`src/hw/rtl/ddf_pkg.sv`:
```
// shared types and constants for the display digit formatter
// used by display_digit_formatter_top and ddf_checker; no dependencies
package ddf_pkg;

	localparam int DIGIT_W = 5;
	localparam int MODE_W  = 3;

	localparam logic [DIGIT_W-1:0] CODE_BLANK = DIGIT_W'(16);

	typedef enum logic [MODE_W-1:0] {
		MODE_VALUE = 3'd0,
		MODE_TEMP  = 3'd1,
		MODE_DATE  = 3'd2,
		MODE_CODE  = 3'd3,
		MODE_ERROR = 3'd4
	} mode_t;

	// start-to-strobe latency in clock cycles
	localparam int LATENCY = 6;

endpackage

```
`src/hw/rtl/display_digit_formatter_top.sv`:
```
// display digit formatter: 32-bit value and mode in, five display digit codes out
// depends on ddf_pkg
//
// Takes one item in every cycle (busy is always low) and shows its five digit codes
// on digit_1..digit_5 with done high for one cycle; the result cannot be held off,
// so it must be taken when done is high. The pipeline has six stages: a reciprocal
// multiply for value mod 100000, a multiply back and a correcting subtract, then the
// decimal digits peeled over three stages (ten-thousands, thousands, then hundreds,
// tens and units together).
module display_digit_formatter_top (
	input  logic                        clk,
	input  logic                        arst_n,
	input  logic                        start,
	output logic                        busy,
	input  logic [31:0]                 value,
	input  logic [ddf_pkg::MODE_W-1:0]  mode,
	output logic                        done,
	output logic [ddf_pkg::DIGIT_W-1:0] digit_1,
	output logic [ddf_pkg::DIGIT_W-1:0] digit_2,
	output logic [ddf_pkg::DIGIT_W-1:0] digit_3,
	output logic [ddf_pkg::DIGIT_W-1:0] digit_4,
	output logic [ddf_pkg::DIGIT_W-1:0] digit_5
);
	import ddf_pkg::*;

	// floor(2^48 / 100000): quotient estimate is low by at most one
	localparam logic [31:0] RECIP_M = 32'd2814749767;
	localparam logic [32:0] DEC_MOD = 33'd100000;

	logic accept;
	logic v_s1, v_s2, v_s3, v_s4, v_s5, v_s6;

	logic [MODE_W-1:0] mode_s1, mode_s2, mode_s3, mode_s4, mode_s5;
	logic [3:0][3:0]   alt_s1, alt_s2, alt_s3, alt_s4, alt_s5;

	logic [31:0] value_s1, value_s2;
	logic [15:0] q_s1;
	logic [31:0] qd_s2;
	logic [16:0] r_s3;
	logic [3:0]  d1_s4, d1_s5, d2_s5;
	logic [13:0] rem_s4;
	logic [9:0]  rem_s5;

	logic [DIGIT_W-1:0] dig1_s6, dig2_s6, dig3_s6, dig4_s6, dig5_s6;

	assign busy   = 1'b0;
	assign accept = start && !busy;

	// splits an 8-bit field into tens and units of its value mod 100
	function automatic logic [7:0] split_mod100(input logic [7:0] x);
		logic [7:0] m;
		logic [3:0] tens;
		logic [7:0] sub;
		m = x;
		if (m >= 8'd200)
			m = m - 8'd200;
		else if (m >= 8'd100)
			m = m - 8'd100;
		tens = 4'd0;
		sub  = 8'd0;
		for (int k = 1; k < 10; k++) begin
			if (m >= 8'(k * 10)) begin
				tens = 4'(k);
				sub  = 8'(k * 10);
			end
		end
		m = m - sub;
		return {tens, m[3:0]};
	endfunction

	// stage 1: reciprocal multiply, date and hex digits
	logic [63:0]    prod;
	logic [7:0]     date_hi, date_lo;
	logic [3:0][3:0] alt_c;

	assign prod    = 64'(value) * 64'(RECIP_M);
	assign date_hi = split_mod100(value[15:8]);
	assign date_lo = split_mod100(value[7:0]);

	always_comb begin
		unique case (mode) inside
			MODE_DATE:              alt_c = {date_hi[7:4], date_hi[3:0], date_lo[7:4], date_lo[3:0]};
			MODE_CODE, MODE_ERROR:  alt_c = {value[15:12], value[11:8], value[7:4], value[3:0]};
			default:                alt_c = '0;
		endcase
	end

	always_ff @(posedge clk) begin
		q_s1     <= prod[63:48];
		value_s1 <= value;
		mode_s1  <= mode;
		alt_s1   <= alt_c;
	end

	// stage 2: quotient times 100000
	logic [32:0] qd;
	assign qd = 33'(q_s1) * DEC_MOD;

	always_ff @(posedge clk) begin
		qd_s2    <= qd[31:0];
		value_s2 <= value_s1;
		mode_s2  <= mode_s1;
		alt_s2   <= alt_s1;
	end

	// stage 3: remainder with one correction
	logic [31:0] diff;
	logic [17:0] rc;
	assign diff = value_s2 - qd_s2;
	assign rc   = (diff[17:0] >= 18'd100000) ? diff[17:0] - 18'd100000 : diff[17:0];

	always_ff @(posedge clk) begin
		r_s3    <= rc[16:0];
		mode_s3 <= mode_s2;
		alt_s3  <= alt_s2;
	end

	// stage 4: ten-thousands digit
	logic [3:0]  d1_c;
	logic [16:0] sub4;
	logic [16:0] rem4;
	always_comb begin
		d1_c = 4'd0;
		sub4 = '0;
		for (int k = 1; k < 10; k++) begin
			if (r_s3 >= 17'(k * 10000)) begin
				d1_c = 4'(k);
				sub4 = 17'(k * 10000);
			end
		end
		rem4 = r_s3 - sub4;
	end

	always_ff @(posedge clk) begin
		d1_s4   <= d1_c;
		rem_s4  <= rem4[13:0];
		mode_s4 <= mode_s3;
		alt_s4  <= alt_s3;
	end

	// stage 5: thousands digit
	logic [3:0]  d2_c;
	logic [13:0] sub5;
	logic [13:0] rem5;
	always_comb begin
		d2_c = 4'd0;
		sub5 = '0;
		for (int k = 1; k < 10; k++) begin
			if (rem_s4 >= 14'(k * 1000)) begin
				d2_c = 4'(k);
				sub5 = 14'(k * 1000);
			end
		end
		rem5 = rem_s4 - sub5;
	end

	always_ff @(posedge clk) begin
		d1_s5   <= d1_s4;
		d2_s5   <= d2_c;
		rem_s5  <= rem5[9:0];
		mode_s5 <= mode_s4;
		alt_s5  <= alt_s4;
	end

	// stage 6: hundreds, tens, units and the mode select
	logic [3:0] d3_c, d4_c;
	logic [9:0] sub6a, rem6a;
	logic [6:0] sub6b, rem6b;
	logic [DIGIT_W-1:0] o1, o2, o3, o4, o5;

	always_comb begin
		d3_c  = 4'd0;
		sub6a = '0;
		for (int k = 1; k < 10; k++) begin
			if (rem_s5 >= 10'(k * 100)) begin
				d3_c  = 4'(k);
				sub6a = 10'(k * 100);
			end
		end
		rem6a = rem_s5 - sub6a;
		d4_c  = 4'd0;
		sub6b = '0;
		for (int k = 1; k < 10; k++) begin
			if (rem6a[6:0] >= 7'(k * 10)) begin
				d4_c  = 4'(k);
				sub6b = 7'(k * 10);
			end
		end
		rem6b = rem6a[6:0] - sub6b;

		unique case (mode_s5) inside
			MODE_VALUE, MODE_TEMP: begin
				o1 = DIGIT_W'(d1_s5);
				o2 = DIGIT_W'(d2_s5);
				o3 = DIGIT_W'(d3_c);
				o4 = DIGIT_W'(d4_c);
				o5 = DIGIT_W'(rem6b[3:0]);
			end
			default: begin
				o1 = '0;
				o2 = DIGIT_W'(alt_s5[3]);
				o3 = DIGIT_W'(alt_s5[2]);
				o4 = DIGIT_W'(alt_s5[1]);
				o5 = DIGIT_W'(alt_s5[0]);
			end
		endcase
		if (mode_s5 != MODE_VALUE)
			o1 = CODE_BLANK;
		if (mode_s5 == MODE_ERROR)
			o2 = CODE_BLANK;
	end

	always_ff @(posedge clk) begin
		dig1_s6 <= o1;
		dig2_s6 <= o2;
		dig3_s6 <= o3;
		dig4_s6 <= o4;
		dig5_s6 <= o5;
	end

	// valid bits travel with the item
	always_ff @(posedge clk or negedge arst_n) begin
		if (!arst_n) begin
			v_s1 <= 1'b0;
			v_s2 <= 1'b0;
			v_s3 <= 1'b0;
			v_s4 <= 1'b0;
			v_s5 <= 1'b0;
			v_s6 <= 1'b0;
		end else begin
			v_s1 <= accept;
			v_s2 <= v_s1;
			v_s3 <= v_s2;
			v_s4 <= v_s3;
			v_s5 <= v_s4;
			v_s6 <= v_s5;
		end
	end

	assign done    = v_s6;
	assign digit_1 = dig1_s6;
	assign digit_2 = dig2_s6;
	assign digit_3 = dig3_s6;
	assign digit_4 = dig4_s6;
	assign digit_5 = dig5_s6;

endmodule

```
`config.mk`:
```
export PLATFORM = sky130hd
export DESIGN_NAME = display_digit_formatter_top
export DESIGN_NICKNAME = d
export VERILOG_FILES = /design/src/hw/rtl/ddf_pkg.sv /design/src/hw/rtl/display_digit_formatter_top.sv
export SDC_FILE = /design/constraint.sdc
export NUM_CORES = 2
export LEC_CHECK = 0
export ABC_AREA = 1
export BUFFER_PORTS_ARGS = -buffer_cell sky130_fd_sc_hd__buf_2
export CORE_MARGIN = 10
export CORE_UTILIZATION = 55
export CTS_CLUSTER_DIAMETER = 120
export DETAILED_ROUTE_END_ITERATION = 10
export PLACE_DENSITY = 0.78
export SYNTH_ARGS = -nofsm -noshare
export SYNTH_HDL_FRONTEND = slang
export SYNTH_SLANG_ARGS = --single-unit
```
`constraint.sdc`:
```
create_clock -name clk -period 7 [get_ports clk]
set_input_delay 1.05 -clock clk [delete_from_list [all_inputs] [get_ports clk]]
set_output_delay 1.05 -clock clk [all_outputs]
set_load 0.05 [all_outputs]
```
==> metrics <==
post-synthesis sequential area ratio=roughly 17%; vias in the first global route=between 20,000 and 25,000; WL per Instance=about 18 um; TritonCTS Buffers=24; Async S/R FF share, synth=under 10%; Post-synth EDFFs=0; status=finished, final reports clean; Max-cap violations=0; clk sinks=238; Ys Warns=0; Die Height=249 um; CP Capture Type=register; die area=between 60,000 and 70,000 sq um; CTS Buffer Depth=3; First-pass DRT Iterations=6; R2R Setup Slk=about 2.5 ns; Final Wtd Congestion=1.00; final WL=between 70 and 80 mm; largest cells by area after synthesis=fa_1 (30%), ha_1 (21%), dfxtp_1 (16%); Hold Path Class=register to register; Initial DRC Count=1,375; num ports=65; largest area contributor in the netlist=fa_1; pin count of the biggest net entering global routing=19; WS Path Type=input pin to register; Hold Fails Final Rpt=0; CP required=between 7 and 8 ns; post-cts repair resize count=0; Arr. time, crit path=between 7 and 8 ns; fmax=~150 MHz; crit path launch type=input pin; Synth top area share=a little under a third; Tcrit/Tclk final=roughly 96%; port buffer count=60; # H-tree levels=1; global-route wire length before repair=about 120 mm; RSZ-0062 raised after global routing=no; post-route ant nets=0; share of cells above drive strength 1=under 10%; worst-skew pair later-pin latency=about 0.54 ns; final worst path period need=slightly below 7 ns; clock-pin slew on the worst setup and hold paths=approximately 0.060 ns; most used cell, CP=fa_1; predominant post-synthesis flop cell=dfxtp_1; Layout Utilization=a little over three fifths; Congestion Overflow GR=0; Ant. Diodes=0; Hold Buf Count CTS=0; slew margin rel.=approximately a third; Core ar.=a little over 50,000 sq um; row count=between 80 and 90; CTS tree=done; Slowest-stage cell, CP=fa_1; CP Max Fanout=9; crit-path max cell delay=between 0.5 and 0.6 ns; syn_area_per_cell=8.94 sq um; Setup-failing EPs final=0; GRT Util Overall=between 20 and 25%; Gate Count Post-Synth=approximately 3,200; clock skew=approximately 0.011 ns; Initial Util=a little under three fifths; clk root buf=clkbuf_16; Via density=5.21; Area growth syn-to-layout=11.9%; Cell Chain, Critical Path=buf_2 -> fa_1 -> ha_1 -> inv_1 -> fa_1 -> inv_1 -> fa_1 -> inv_1 -> fa_1 -> inv_1 -> fa_1 -> fa_1 -> fa_1 -> ha_1 -> a21oi_1 -> o21ai_0 -> a21oi_1 -> inv_1 -> a211o_1 -> a31oi_1 -> o21ai_0 -> xor2_1; Unique masters post-synth=58; fin. max-slew vios=0; #FFs+latches synth=around 240; detailed placement HPWL=around 66 mm; Die W=249 um; drc violations=0; Slew @ Worst Pin=between 0.9 and 1 ns; Via Count=21,800; Layout Nets=4,448; Synth Cell Area=around 29,000 sq um; post-CTS setup buffers=0; initial antenna violation count=0
cell usage after synthesis (6+ instances only):
library cell,number
dfrtp_1,6
a21o_1,8
xnor2_1,24
o211ai_1,10
nand3_1,81
nand4_1,25
nor3_1,19
inv_2,9
xor2_1,49
a31oi_1,16
nand2_2,15
dfxtp_1,232
inv_1,915
nor4_1,7
a21oi_1,137
o21a_1,8
o21ai_1,10
nand2_1,388
fa_1,437
nor2_1,162
ha_1,484
nand3b_1,7
o21bai_1,6
o21ai_0,89
critical path: cells and delay by family:
kind / cells / cell delay (ns)
buffers and inverters: 6 / 0.60
adders and majority gates: 9 / 4.37
AOI/OAI and AO/OA: 6 / 0.96
xor gates and xnor gates: 1 / 0.15
flip-flops by register name, indices dropped and copies added (netlist names), 13 cells and up:
register,cells
alt_s4,16
q_s1,13
alt_s1,16
r_s3,17
value_s2,18
alt_s2,16
rem_s4,14
alt_s3,16
qd_s2,13
value_s1,18
alt_s5,16
metrics by stage:
| stage | TNS [ns] | cells | hold WS (ns) | instance area [sq um] | setup WS (ns) |
|---|---|---|---|---|---|
| after floorplan | 0 | 3223 | 0.310 | 28800 | 0.451 |
| after global placement | -1.40 | 4143 | 0.310 | 31400 | -0.194 |
| after detailed placement | -2.67 | 4143 | 0.312 | 31400 | -0.346 |
| after CTS | 0 | 4187 | 0.318 | 32200 | 0.211 |
| after global routing | 0 | 4187 | 0.329 | 32200 | 0.00953 |
| final | 0 | 4187 | 0.325 | 32200 | 0.257 |
final timing paths:
kind,startpoint,endpoint,depth (start not counted)
max,value[6],q_s1[7],22
min,value_s1[7],value_s2[7],0
max reg2reg,rem_s5[3],digit_5[3],32
min reg2reg,value_s1[7],value_s2[7],0
max in group asynchronous,arst_n,v_s4,1
min in group asynchronous,arst_n,done,1
kinds of logic after synthesis:
group | count (synthesis) | synth area share (%)
compound gates | 325 | 6.48
flops | 238 | 16.7
fa+ha+maj | 921 | 51.4
simple gates | 722 | 10.7
other cells | 1 | 0.0130
xor+xnor | 76 | 2.43
buf+inv | 937 | 12.3
area by class of cell:
type	count	area, sq um
multi-input combinational	2048	20500
fill	4210	19400
sequential	238	4790
inverter	926	3480
timing repair buffer	251	1820
tap	680	851
clock buffer	32	681
clock inverter	12	128
layout by cell type (no fill, tap or decap), types with 9 or more instances in the layout:
cell,count
nand2_1,388
o21ai_0,89
buf_2,59
clkbuf_16,24
xor2_1,49
inv_2,9
nand4_1,25
o211ai_1,10
ha_1,484
nand2_2,15
nor3_1,19
nand3_1,81
xnor2_1,24
a21oi_1,137
fa_1,436
inv_1,915
dfxtp_1,232
buf_4,184
a31oi_1,16
o21ai_1,10
nor2_1,160
layer usage:
metal,part of all wire [%],routed length (um),track usage [%]
met5,0,0,0
met4,5.5,4070,11.7
met3,5.6,4140,3.13
met1,41,30400,30.4
met2,48,35900,41.0
Power is not shown: default switching activity piles up to over one toggle a cycle in this logic, so the estimate is an artifact.
